`src/i2cmbe_pkg.sv`:
```
`timescale 1ns / 1ps
`default_nettype none

package i2cmbe_pkg;

    // Reset value of the bus delay register.
    localparam logic [7:0] HPT_RESET = 8'd10;

    // Command codes carried in the opcode field.
    typedef enum logic [2:0] {
        OP_START  = 3'd0,
        OP_STOP   = 3'd1,
        OP_SEND   = 3'd2,
        OP_READ   = 3'd3,
        OP_WAITACK = 3'd4,
        OP_ACK    = 3'd5,
        OP_NACK   = 3'd6,
        OP_CHECK  = 3'd7
    } opcode_t;

    // Line level a step drives: low, released, unchanged, or the MSB of the send shift.
    typedef enum logic [1:0] {
        LV_LOW  = 2'd0,
        LV_HIGH = 2'd1,
        LV_KEEP = 2'd2,
        LV_TX   = 2'd3
    } level_t;

    // Side action of a step.
    typedef enum logic [1:0] {
        ACT_NONE  = 2'd0,
        ACT_SHIFT = 2'd1,
        ACT_RX    = 2'd2,
        ACT_ACK   = 2'd3
    } action_t;

    // Sequencer phases. Code 31 is unused and returns to idle.
    typedef enum logic [4:0] {
        PH_IDLE          = 5'd0,
        PH_STA_REL       = 5'd1,
        PH_STA_SDA_LO    = 5'd2,
        PH_STA_SCL_LO    = 5'd3,
        PH_STO_SCL_HI    = 5'd4,
        PH_STO_SDA_REL   = 5'd5,
        PH_TX_DATA       = 5'd6,
        PH_TX_SCL_HI     = 5'd7,
        PH_TX_SCL_LO     = 5'd8,
        PH_RX_SCL_HI     = 5'd9,
        PH_RX_SCL_LO     = 5'd10,
        PH_WA_REL        = 5'd11,
        PH_WA_SCL_HI     = 5'd12,
        PH_WA_SCL_LO     = 5'd13,
        PH_ACK_SDA_LO    = 5'd14,
        PH_ACK_SCL_HI    = 5'd15,
        PH_ACK_SCL_LO    = 5'd16,
        PH_ACK_REL       = 5'd17,
        PH_NAK_REL       = 5'd18,
        PH_NAK_SCL_HI    = 5'd19,
        PH_NAK_SCL_LO    = 5'd20,
        PH_CHK_STOP      = 5'd21,
        PH_CHK_START     = 5'd22,
        PH_CHK_SDA_LO    = 5'd23,
        PH_CHK_SCL_LO    = 5'd24,
        PH_CHK_TX_DATA   = 5'd25,
        PH_CHK_TX_SCL_HI = 5'd26,
        PH_CHK_TX_SCL_LO = 5'd27,
        PH_CHK_WA_REL    = 5'd28,
        PH_CHK_WA_SCL_HI = 5'd29,
        PH_CHK_WA_SCL_LO = 5'd30
    } phase_t;

    // One entry of the step table.
    typedef struct packed {
        level_t  scl;
        level_t  sda;
        action_t act;
        logic    hold;
        phase_t  nxt;
        phase_t  loop;
    } step_t;

    // First phase of each command.
    function automatic phase_t first_phase(input opcode_t op);
        phase_t p;
        unique case (op)
            OP_START:   p = PH_STA_REL;
            OP_STOP:    p = PH_STO_SCL_HI;
            OP_SEND:    p = PH_TX_DATA;
            OP_READ:    p = PH_RX_SCL_HI;
            OP_WAITACK: p = PH_WA_REL;
            OP_ACK:     p = PH_ACK_SDA_LO;
            OP_NACK:    p = PH_NAK_REL;
            OP_CHECK:   p = PH_CHK_STOP;
            default:    p = PH_IDLE;
        endcase
        return p;
    endfunction

    // Step table: line levels, action, whether a delay follows, next and loop phase.
    function automatic step_t step_decode(input phase_t p);
        step_t s;
        unique case (p)
            PH_IDLE:          s = '{LV_KEEP, LV_KEEP, ACT_NONE,  1'b0, PH_IDLE, PH_IDLE};
            PH_STA_REL:       s = '{LV_HIGH, LV_HIGH, ACT_NONE,  1'b1, PH_STA_SDA_LO, PH_IDLE};
            PH_STA_SDA_LO:    s = '{LV_KEEP, LV_LOW,  ACT_NONE,  1'b1, PH_STA_SCL_LO, PH_IDLE};
            PH_STA_SCL_LO:    s = '{LV_LOW,  LV_KEEP, ACT_NONE,  1'b1, PH_IDLE, PH_IDLE};
            PH_STO_SCL_HI:    s = '{LV_HIGH, LV_LOW,  ACT_NONE,  1'b1, PH_STO_SDA_REL, PH_IDLE};
            PH_STO_SDA_REL:   s = '{LV_KEEP, LV_HIGH, ACT_NONE,  1'b0, PH_IDLE, PH_IDLE};
            PH_TX_DATA:       s = '{LV_KEEP, LV_TX,   ACT_NONE,  1'b1, PH_TX_SCL_HI, PH_IDLE};
            PH_TX_SCL_HI:     s = '{LV_HIGH, LV_KEEP, ACT_NONE,  1'b1, PH_TX_SCL_LO, PH_IDLE};
            PH_TX_SCL_LO:     s = '{LV_LOW,  LV_KEEP, ACT_SHIFT, 1'b1, PH_IDLE, PH_TX_DATA};
            PH_RX_SCL_HI:     s = '{LV_HIGH, LV_KEEP, ACT_NONE,  1'b1, PH_RX_SCL_LO, PH_IDLE};
            PH_RX_SCL_LO:     s = '{LV_LOW,  LV_KEEP, ACT_RX,    1'b1, PH_IDLE, PH_RX_SCL_HI};
            PH_WA_REL:        s = '{LV_KEEP, LV_HIGH, ACT_NONE,  1'b1, PH_WA_SCL_HI, PH_IDLE};
            PH_WA_SCL_HI:     s = '{LV_HIGH, LV_KEEP, ACT_NONE,  1'b1, PH_WA_SCL_LO, PH_IDLE};
            PH_WA_SCL_LO:     s = '{LV_LOW,  LV_KEEP, ACT_ACK,   1'b1, PH_IDLE, PH_IDLE};
            PH_ACK_SDA_LO:    s = '{LV_KEEP, LV_LOW,  ACT_NONE,  1'b1, PH_ACK_SCL_HI, PH_IDLE};
            PH_ACK_SCL_HI:    s = '{LV_HIGH, LV_KEEP, ACT_NONE,  1'b1, PH_ACK_SCL_LO, PH_IDLE};
            PH_ACK_SCL_LO:    s = '{LV_LOW,  LV_KEEP, ACT_NONE,  1'b1, PH_ACK_REL, PH_IDLE};
            PH_ACK_REL:       s = '{LV_KEEP, LV_HIGH, ACT_NONE,  1'b0, PH_IDLE, PH_IDLE};
            PH_NAK_REL:       s = '{LV_KEEP, LV_HIGH, ACT_NONE,  1'b1, PH_NAK_SCL_HI, PH_IDLE};
            PH_NAK_SCL_HI:    s = '{LV_HIGH, LV_KEEP, ACT_NONE,  1'b1, PH_NAK_SCL_LO, PH_IDLE};
            PH_NAK_SCL_LO:    s = '{LV_LOW,  LV_KEEP, ACT_NONE,  1'b1, PH_IDLE, PH_IDLE};
            PH_CHK_STOP:      s = '{LV_HIGH, LV_LOW,  ACT_NONE,  1'b1, PH_CHK_START, PH_IDLE};
            PH_CHK_START:     s = '{LV_HIGH, LV_HIGH, ACT_NONE,  1'b1, PH_CHK_SDA_LO, PH_IDLE};
            PH_CHK_SDA_LO:    s = '{LV_KEEP, LV_LOW,  ACT_NONE,  1'b1, PH_CHK_SCL_LO, PH_IDLE};
            PH_CHK_SCL_LO:    s = '{LV_LOW,  LV_KEEP, ACT_NONE,  1'b1, PH_CHK_TX_DATA, PH_IDLE};
            PH_CHK_TX_DATA:   s = '{LV_KEEP, LV_TX,   ACT_NONE,  1'b1, PH_CHK_TX_SCL_HI, PH_IDLE};
            PH_CHK_TX_SCL_HI: s = '{LV_HIGH, LV_KEEP, ACT_NONE,  1'b1, PH_CHK_TX_SCL_LO, PH_IDLE};
            PH_CHK_TX_SCL_LO: s = '{LV_LOW,  LV_KEEP, ACT_SHIFT, 1'b1, PH_CHK_WA_REL,
                                    PH_CHK_TX_DATA};
            PH_CHK_WA_REL:    s = '{LV_KEEP, LV_HIGH, ACT_NONE,  1'b1, PH_CHK_WA_SCL_HI, PH_IDLE};
            PH_CHK_WA_SCL_HI: s = '{LV_HIGH, LV_KEEP, ACT_NONE,  1'b1, PH_CHK_WA_SCL_LO, PH_IDLE};
            PH_CHK_WA_SCL_LO: s = '{LV_LOW,  LV_KEEP, ACT_ACK,   1'b1, PH_STO_SCL_HI, PH_IDLE};
            default:          s = '{LV_KEEP, LV_KEEP, ACT_NONE,  1'b0, PH_IDLE, PH_IDLE};
        endcase
        return s;
    endfunction

endpackage

`default_nettype wire

```
`src/i2c_master_bit_engine.sv`:
```
`timescale 1ns / 1ps
`default_nettype none

// Bit-level open-drain I2C master, one bus tick per input item.
// Input channel (s_axis_*): each item is one tick. It carries cmd_valid, opcode,
// tx_byte and the SDA level sampled on that tick. A command is taken only while
// the engine is idle; cmd_valid is ignored while a sequence runs.
// Result channel (m_axis_*): exactly one item per input item, in order, with the
// SCL/SDA levels to drive, busy, a done pulse, the receive shift register and
// the last acknowledge bit (1 means NACK).
// Configuration: cfg_wen/cfg_wdata write the bus delay in ticks (0 acts as 1);
// write it only while the engine is idle.
// Output: each result is registered when its item is accepted.
// Throughput: one item per cycle unless stalled; the whole tick update is one
// step-table pass between the sequencer state registers and the result register.
// Stall: while a result waits on m_axis_tready, s_axis_tready follows it, so the
// result register is the only buffer and no item is lost or repeated.
// Reset: lines released, engine idle, delay 10 ticks, acknowledge bit 1.
module i2c_master_bit_engine
    import i2cmbe_pkg::*;
(
    input  wire logic        aclk,
    input  wire logic        aresetn,
    input  wire logic        cfg_wen,
    input  wire logic [7:0]  cfg_wdata,
    input  wire logic        s_axis_tvalid,
    output logic             s_axis_tready,
    // [0] cmd_valid, [3:1] opcode, [11:4] tx_byte, [12] sda_in, [15:13] zero
    input  wire logic [15:0] s_axis_tdata,
    output logic             m_axis_tvalid,
    input  wire logic        m_axis_tready,
    // [0] scl_level, [1] sda_level, [2] busy_res, [3] done_res,
    // [11:4] rx_byte, [12] ack_bit, [15:13] zero
    output logic [15:0]      m_axis_tdata
);

    // Input field split.
    logic       cmd_valid;
    opcode_t    opcode;
    logic [7:0] tx_byte;
    logic       sda_in;

    assign cmd_valid = s_axis_tdata[0];
    assign opcode    = opcode_t'(s_axis_tdata[3:1]);
    assign tx_byte   = s_axis_tdata[11:4];
    assign sda_in    = s_axis_tdata[12];

    // State registers.
    logic [7:0]  hpt_reg;
    phase_t      phase_reg, phase_next;
    logic [7:0]  delay_reg, delay_next;
    logic [2:0]  bit_idx_reg, bit_idx_next;
    logic [7:0]  tx_shift_reg, tx_shift_next;
    logic [7:0]  rx_shift_reg, rx_shift_next;
    logic        ack_reg, ack_next;
    logic        scl_reg, scl_next;
    logic        sda_reg, sda_next;
    logic        done_next;
    logic        m_valid_reg;
    logic [15:0] m_data_reg;
    logic        s_accept;

    // A new item is taken whenever the result register is empty or being drained.
    assign s_axis_tready = !m_valid_reg || m_axis_tready;
    assign s_accept      = s_axis_tvalid && s_axis_tready;
    assign m_axis_tvalid = m_valid_reg;
    assign m_axis_tdata  = m_data_reg;

    // Tick update: delay countdown or one step of the table.
    always_comb begin
        logic   was_busy;
        logic   run;
        logic   acted;
        phase_t cur;
        step_t  st;
        logic [7:0] dly;

        was_busy      = (phase_reg != PH_IDLE) || (delay_reg != 8'd0);
        run           = 1'b0;
        acted         = 1'b0;
        cur           = phase_reg;
        phase_next    = phase_reg;
        delay_next    = delay_reg;
        bit_idx_next  = bit_idx_reg;
        tx_shift_next = tx_shift_reg;
        rx_shift_next = rx_shift_reg;
        ack_next      = ack_reg;
        scl_next      = scl_reg;
        sda_next      = sda_reg;
        dly           = (hpt_reg == 8'd0) ? 8'd1 : hpt_reg;

        priority if (!was_busy) begin
            if (cmd_valid) begin
                tx_shift_next = tx_byte;
                bit_idx_next  = 3'd0;
                if (opcode == OP_READ) begin
                    rx_shift_next = 8'd0;
                end
                cur   = first_phase(opcode);
                run   = 1'b1;
                acted = 1'b1;
            end
        end else if (delay_reg != 8'd0) begin
            delay_next = delay_reg - 8'd1;
            acted      = 1'b1;
        end else begin
            run   = 1'b1;
            acted = 1'b1;
        end

        st = step_decode(cur);
        if (run) begin
            unique case (st.act)
                ACT_RX:  rx_shift_next = {rx_shift_next[6:0], sda_in};
                ACT_ACK: ack_next = sda_in;
                default: ;
            endcase

            unique case (st.scl)
                LV_LOW:  scl_next = 1'b0;
                LV_HIGH: scl_next = 1'b1;
                default: ;
            endcase

            unique case (st.sda)
                LV_LOW:  sda_next = 1'b0;
                LV_HIGH: sda_next = 1'b1;
                LV_TX:   sda_next = tx_shift_next[7];
                default: ;
            endcase

            phase_next = st.nxt;
            if (st.act == ACT_SHIFT || st.act == ACT_RX) begin
                if (st.act == ACT_SHIFT) begin
                    if (bit_idx_next == 3'd7) begin
                        sda_next = 1'b1;
                    end
                    tx_shift_next = {tx_shift_next[6:0], 1'b0};
                end
                if (bit_idx_next == 3'd7) begin
                    bit_idx_next = 3'd0;
                end else begin
                    bit_idx_next = bit_idx_next + 3'd1;
                    phase_next   = st.loop;
                end
            end
            delay_next = st.hold ? (dly - 8'd1) : 8'd0;
        end

        done_next = acted && (phase_next == PH_IDLE) && (delay_next == 8'd0);
    end

    // Configuration register.
    always_ff @(posedge aclk) begin
        if (!aresetn) begin
            hpt_reg <= HPT_RESET;
        end else if (cfg_wen) begin
            hpt_reg <= cfg_wdata;
        end
    end

    // Sequencer state advances once per accepted item.
    always_ff @(posedge aclk) begin
        if (!aresetn) begin
            phase_reg    <= PH_IDLE;
            delay_reg    <= 8'd0;
            bit_idx_reg  <= 3'd0;
            tx_shift_reg <= 8'd0;
            rx_shift_reg <= 8'd0;
            ack_reg      <= 1'b1;
            scl_reg      <= 1'b1;
            sda_reg      <= 1'b1;
        end else if (s_accept) begin
            phase_reg    <= phase_next;
            delay_reg    <= delay_next;
            bit_idx_reg  <= bit_idx_next;
            tx_shift_reg <= tx_shift_next;
            rx_shift_reg <= rx_shift_next;
            ack_reg      <= ack_next;
            scl_reg      <= scl_next;
            sda_reg      <= sda_next;
        end
    end

    // Result register valid flag.
    always_ff @(posedge aclk) begin
        if (!aresetn) begin
            m_valid_reg <= 1'b0;
        end else if (s_axis_tready) begin
            m_valid_reg <= s_axis_tvalid;
        end
    end

    // Result payload.
    always_ff @(posedge aclk) begin
        if (s_accept) begin
            m_data_reg <= {3'b000, ack_next, rx_shift_next, done_next,
                           (phase_next != PH_IDLE) || (delay_next != 8'd0),
                           sda_next, scl_next};
        end
    end

    // A finishing tick never also reports busy.
    assert property (@(posedge aclk) disable iff (!aresetn)
        m_axis_tvalid |-> !(m_axis_tdata[3] && m_axis_tdata[2]))
        else $error("done and busy reported together");

    // An idle tick without a command leaves the engine idle and silent.
    assert property (@(posedge aclk) disable iff (!aresetn)
        (s_accept && phase_reg == PH_IDLE && delay_reg == 8'd0 && !cmd_valid)
        |=> (m_axis_tdata[2] == 1'b0 && m_axis_tdata[3] == 1'b0))
        else $error("idle tick without command changed busy or done");

    // While a delay counts down the phase does not move.
    assert property (@(posedge aclk) disable iff (!aresetn)
        (s_accept && delay_reg != 8'd0) |=> (phase_reg == $past(phase_reg)))
        else $error("phase advanced during a bus delay");

endmodule

`default_nettype wire

```
`config.mk`:
```
export PLATFORM = sky130hd
export DESIGN_NAME = i2c_master_bit_engine
export DESIGN_NICKNAME = d
export VERILOG_FILES = /design/src/i2cmbe_pkg.sv /design/src/i2c_master_bit_engine.sv
export SDC_FILE = /design/constraint.sdc
export NUM_CORES = 1
export LEC_CHECK = 0
export BUFFER_PORTS_ARGS = -buffer_cell sky130_fd_sc_hd__buf_2
export CAP_MARGIN = 20
export CORE_AREA = 2 2 91 93
export CTS_BUF_LIST = sky130_fd_sc_hd__clkbuf_8 sky130_fd_sc_hd__clkbuf_16
export CTS_CLUSTER_DIAMETER = 150
export CTS_CLUSTER_SIZE = 16
export DETAILED_ROUTE_END_ITERATION = 12
export DIE_AREA = 0 0 93 95
export GPL_TIMING_DRIVEN = 0
export HOLD_SLACK_MARGIN = 0.03
export PLACE_DENSITY_LB_ADDON = 0.25
export RECOVER_POWER = 25
export SYNTH_ARGS = -nofsm -noshare
export SYNTH_HDL_FRONTEND = slang
export SYNTH_SLANG_ARGS = --single-unit
```
`constraint.sdc`:
```
create_clock -name aclk -period 5 [get_ports aclk]
set_input_delay 1 -clock aclk [delete_from_list [all_inputs] [get_ports aclk]]
set_output_delay 1 -clock aclk [all_outputs]
set_load 0.02 [all_outputs]
```
-- Word-level counts from Yosys, hierarchy flattened
Memories as Yosys holds them, arrays and structs flattened.
Cells that the tools add are included.
- add/sub/neg operators: 3
- equality and inequality tests: 8
- multiplexer cells: 38
- reduce and logical (&&, ||, !) cells: 17
- operators with widths (operator ; count):
    $mux 8 ; 15
    $mux 5 ; 5
    $logic_not 8->1 ; 2
    $reduce_bool 8->1 ; 2
    $sub 8x1->8 const B ; 2
    $mux 3 ; 5
    $mux 1 ; 11
    $reduce_bool 5->1 ; 2
    $eq 2x1->1 const B ; 3
    $eq 2x2->1 const B ; 3
    $logic_not 5->1 ; 1
    $logic_not 2->1 ; 2
    $logic_or 1x1->1 ; 4
    $add 3x1->3 const B ; 1
    $eq 3x2->1 const B ; 1
    $eq 3x3->1 const B ; 1
    $logic_and 1x1->1 ; 3
    $pmux 1 s3 ; 1
    $pmux 1 s2 ; 1
    $logic_not 1->1 ; 1
- register bits after elaboration: 57
- memory bits (read-only): 584
- input bits: 29
- output and inout bits: 18
- memories kept: 2
- memory list (memory ; depth ; width ; rd ports ; clocked after Yosys merged registers in ; write ports ; line ; text):
    (no name shown) ; 32 ; 17 ; 1 ; 0 ; 0 ; i2cmbe_pkg.sv:102 ; unique case (p)
    (no name shown) ; 8 ; 5 ; 1 ; 0 ; 0 ; i2cmbe_pkg.sv:85 ; unique case (op)

-- Longest topological paths before layout
An unclocked memory read counts as a cell.
- depth in word-level cells: 11
- depth in mapped cells: 20
- mapped depth without buffers: 20

-- Worst setup path before layout
OpenSTA, ideal clock, no wires.
- kind: input -> register
- start: input s_axis_tdata[0]
- end: register m_data_reg[3], in the netlist m_axis_tdata[3], data pin
- setup time: 0.280 ns
- arrival: 4.454 ns
- setup slack: 0.266 ns
- cell stages on the path: 17
- path buffers: 2
- path through: buf_2 nor2b_1 and4_1 buf_2 a21oi_1 ha_1 nor2_1 or3_1 o21ai_0 nand2_1 ha_1 or2_0 a2111oi_0 nand3_1 and3_1 o2111ai_1 a2111oi_2
- word-level cells in the longest chain between the ends: 10
- RTL lines (item ; line ; text):
    start, declared ; i2c_master_bit_engine.sv:29 ; input wire logic [15:0] s_axis_tdata,
    $mux 5 ; i2c_master_bit_engine.sv:93 ; if (cmd_valid) begin
    $mux 5 ; i2c_master_bit_engine.sv:92 ; priority if (!was_busy) begin
    $mem_v2 32x17 ; -- ;
    $eq 2x1->1 or $eq 2x2->1 (tied branches) ; i2c_master_bit_engine.sv:133 ; if (st.act == ACT_SHIFT || st.act == ACT_RX) begin
    $logic_or 1x1->1 ; i2c_master_bit_engine.sv:133 ;
    $mux 5 ; i2c_master_bit_engine.sv:133 ;
    $mux 5 ; i2c_master_bit_engine.sv:112 ; if (run) begin
    $logic_not 5->1 ; i2c_master_bit_engine.sv:150 ; done_next = acted && (phase_next == PH_IDLE) && (delay_next == 8'd0);
    $logic_and 1x1->1 ; i2c_master_bit_engine.sv:150 ;
    $logic_and 1x1->1 (*) ; i2c_master_bit_engine.sv:150 ;
    named net done_next ; i2c_master_bit_engine.sv:58 ; logic done_next;
    end signal, assigned ; i2c_master_bit_engine.sv:197 ; m_data_reg <= {3'b000, ack_next, rx_shift_next, done_next,
    end, declared ; i2c_master_bit_engine.sv:60 ; logic [15:0] m_data_reg;
The timed path passes the listed nets; every way through them passes the cells marked *.
A chain may end at the register's enable or synchronous reset.

-- Worst setup path in the final report
- start: input s_axis_tdata[0]
- end: register m_data_reg[2], in the netlist m_axis_tdata[2], data pin
- word-level cells in the longest chain between the ends: 9
- RTL lines (item ; line ; text):
    $mux 5 ; i2c_master_bit_engine.sv:93 ;
    $mux 5 ; i2c_master_bit_engine.sv:92 ;
    $mem_v2 32x17 ; -- ;
    $eq 2x1->1 or $eq 2x2->1 (tied branches) ; i2c_master_bit_engine.sv:133 ;
    $logic_or 1x1->1 ; i2c_master_bit_engine.sv:133 ;
    $mux 5 ; i2c_master_bit_engine.sv:133 ;
    $mux 5 ; i2c_master_bit_engine.sv:112 ;
    $reduce_bool 5->1 ; i2c_master_bit_engine.sv:198 ; (phase_next != PH_IDLE) || (delay_next != 8'd0),
    $logic_or 1x1->1 (*) ; i2c_master_bit_engine.sv:198 ;
Every way passes the cells marked *; elsewhere a longest branch is shown, timed or not.

==> summary.md <==
| Metric | Value |
|---|---|
| Slew HR | 48.9% |
| Min-Delay Path Class | reg -> reg |
| Fin crit share | 95.3% |
| # DRC | 0 |
| Fmax | about 210 MHz |
| Register bit total from synthesis | 57 |
| Crit path DAT | 4.84 ns |
| Reg2reg path depth | 20 |
| Dpl hpwl | 8340 um |
| Layout area overhead | 14.3% |
| Worst Skew | 0.0101 ns |
| CP Launch Point | s_axis_tdata[0] |
| First-pass GRT wire length | approximately 19000 um |
| Post-synth EDFFs | 13 |
| Final ANT Viol Nets | 0 |
| CTS max path bufs | 2 |
| Final setup TNS | 0 ns |
| Routed via count | 4226 |
| PD cells | 438 nW/um^2 |
| Tot Pwr | around 0.0021 W |
| Setup violations, final | 0 |
| Cells after Synth | 515 |
| Vias per cell | 6.22 |
| Diode count | 0 |
| Placer Congestion | 1.04 |
| Final #Nets | around 600 |
| GRT overflow | 0 |
| Total global-route track usage | 26.6% |
| Synthesized area per cell | 8.09 um^2 |
| Number of flip-flops in the largest register | 13 |
| Fin util | between 60% and 70% |
| Vias in the first global route | approximately 3800 |
| Max Cap Viol | 0 |
| Sequential-to-total area share from yosys stat | 30.5% |
| Die H | 95 um |
| Leakage | 1.94 nW |
| Sw frac | 45.7% |
| Max VDD drop | 0.000266 V |
| Crit-path max FO | 10 |
| Reg2Reg Setup Slack | 0.26 ns |
| CTS root buf | clkbuf_8 |
| H-tree depth | 3 |
| Die Wd | 93 um |
| Total CTS buffers | 9 |
| Worst-Skew Late Latency | 0.35 ns |
| Starting Density | 52.6% |
| Unrepaired setup endpoints after global routing | false |
| Core area | 7930 um^2 |
| WS Path Type | in -> reg |
| Largest net degree at the start of global routing | 13 |
| Layout cells sized above 1 | 16.9% |
| Worst Setup Start Kind | primary input |
| Total routed wirelength | around 11000 um |
| Synth Warn # | 0 |
| Worst setup endpoint | m_axis_tdata[2] |
| CP required | 5.08 ns |
| Num ports | 47 |
| Post-CTS Hold Fix Bufs | 0 |
| Yosys cell types | 76 |
| Worst reg2reg path endpoint | m_axis_tdata[2] |
| Sw Pwr | 0.000953 W |
| Port buffer count | 37 |
| Commonest cells after routing, fill and taps aside | 54 x nand2_1, 49 x nor2_1, 44 x dfxtp_1, 40 x a21oi_1, 34 x buf_2 |
| Clock network power share | between 10% and 20% |
| Initial antenna violation count | 0 |
| Clock sink count | 57 |
| Final Slew Violations | 0 |
| DRT iter0 DRCs | 319 |
| Synth Cell Area | between 4000 and 5000 um^2 |
| R2r startpoint | delay_reg[0] |
| Status | complete, no violations |
| DRT Pass-1 Iters | 5 |
| Tmin final | 4.76 ns |
| Async set or reset register ratio after synthesis | 0% |
| Slew @ Worst Pin | 0.763 ns |
| Critical Path Max Stage Delay | 0.40 ns |
| Crit path cell chain | buf_2 -> nor2b_1 -> and4_1 -> buf_2 -> a21oi_4 -> ha_1 -> nor2_1 -> or3_1 -> o21ai_0 -> nand2_1 -> ha_1 -> or2_4 -> o21ai_0 -> a311o_1 -> a211oi_1 -> a211oi_2 -> o2111ai_2 -> or3_1 |
| Worst-path clk slew | ~0.060 ns |
| Most common cell after layout, fill and taps aside | nand2_1 |
| Most used DFF post-synth | dfxtp_1 |
| TritonCTS clock tree | done |
| Fin. Hold Viols | 0 |
| Setup crit end kind | flop |
| Flop pwr share | 26.7% |
| DR WL/cell | 16.8 um |
| Worst path slowest cell | ha_1 |
| FP Rows | 33 |
| Hold path startpoint | tx_shift_reg[5] |
| Total die area | ~9000 um^2 |
| Internal Pwr Total | between 0.001 and 0.0015 W |
| Combinational share of power | 55.3% |
==> repair_timing <==
action                     CTS  global route
buffers inserted             3             0
setup endpoints to repair   13             6
pin swaps                    3             0
gates resized for setup      7             8
==> cell families after synthesis <==
logic type / Yosys count / share of synthesized area [%]
flops: 57 / 30.5
simple gates: 203 / 24.7
other cells: 1 / 0.0900
fa+ha+maj: 17 / 5.11
compound gates: 140 / 23.7
buf+inv: 57 / 6.34
mux: 32 / 7.93
xor+xnor: 8 / 1.68
==> worst max-delay path, delay by kind of cell <==
kind	cells	cell delay, ns
adders and majority gates	2	0.75
buffers and inverters	2	0.36
AOI/OAI and AO/OA	7	1.13
and+or+nand+nor	7	1.59
==> final cells by class <==
type	count	area, um^2
clock buffer	9	124
fill	738	3170
inverter	20	75.1
tap	105	131
timing repair buffer	41	206
sequential	57	1270
buffer	37	189
clock inverter	7	46.3
multi-input combinational	403	2720
==> cells in the mapped netlist, types with 4 or more instances <==
cell,number,area share [%]
mux2_2,8,2.2
nor2_1,49,4.4
dfxtp_1,44,21
xor2_1,5,1.1
nand4_1,5,0.75
nand2_1,54,4.9
a31oi_1,7,1.1
a21oi_1,41,4.9
nor3_1,24,2.9
o211ai_1,13,2.3
o21ai_0,21,2.5
buf_2,10,1.2
nor4_1,6,0.90
buf_4,4,0.72
nand2b_1,10,1.5
nand3_1,21,2.5
mux2i_1,24,5.8
clkbuf_1,19,1.7
edfxtp_1,13,9.4
a211oi_1,6,1.1
ha_1,17,5.1
or3_1,5,0.75
and2_1,6,0.90
inv_1,16,1.4
==> worst min path at each step <==
stage	cells past startpoint	end
finish	2	tx_shift_reg[5]
floorplan	2	bit_idx_reg[1]
global route	2	tx_shift_reg[2]
CTS	2	tx_shift_reg[5]
global placement	2	tx_shift_reg[5]
detailed placement	2	tx_shift_reg[5]
==> stage by stage <==
stage	area [um^2]	setup WS, ns	hold slack (ns)	instances
final	4760	0.235	0.450	679
after global placement	4490	-0.787	0.436	659
after floorplan	4170	0.266	0.427	517
after detailed placement	4510	-0.876	0.442	660
after CTS	4730	0.0682	0.451	679
after global routing	4760	0.0164	0.472	679
==> layer usage <==
| metal | part of all wire (%) | global-route usage [%] | vias to the layer above |
|---|---|---|---|
| li1 | - | - | 2005 |
| met1 | 43 | 34.5 | 1951 |
| met2 | 46 | 44.3 | 236 |
| met3 | 8.3 | 4.63 | 34 |
| met4 | 2.8 | 10.7 | 0 |
| met5 | 0 | 0 | - |
==> power by group through the flow <==
stage               clock, W  combinational, W  sequential (W)
finish              0.000375           0.00115        0.000557
detailed placement         0           0.00107        0.000564
CTS                 0.000379           0.00110        0.000555
global placement           0           0.00105        0.000562
global route        0.000397           0.00126        0.000563
floorplan                  0          0.000829        0.000570
Power figures use the tool's default switching activity.
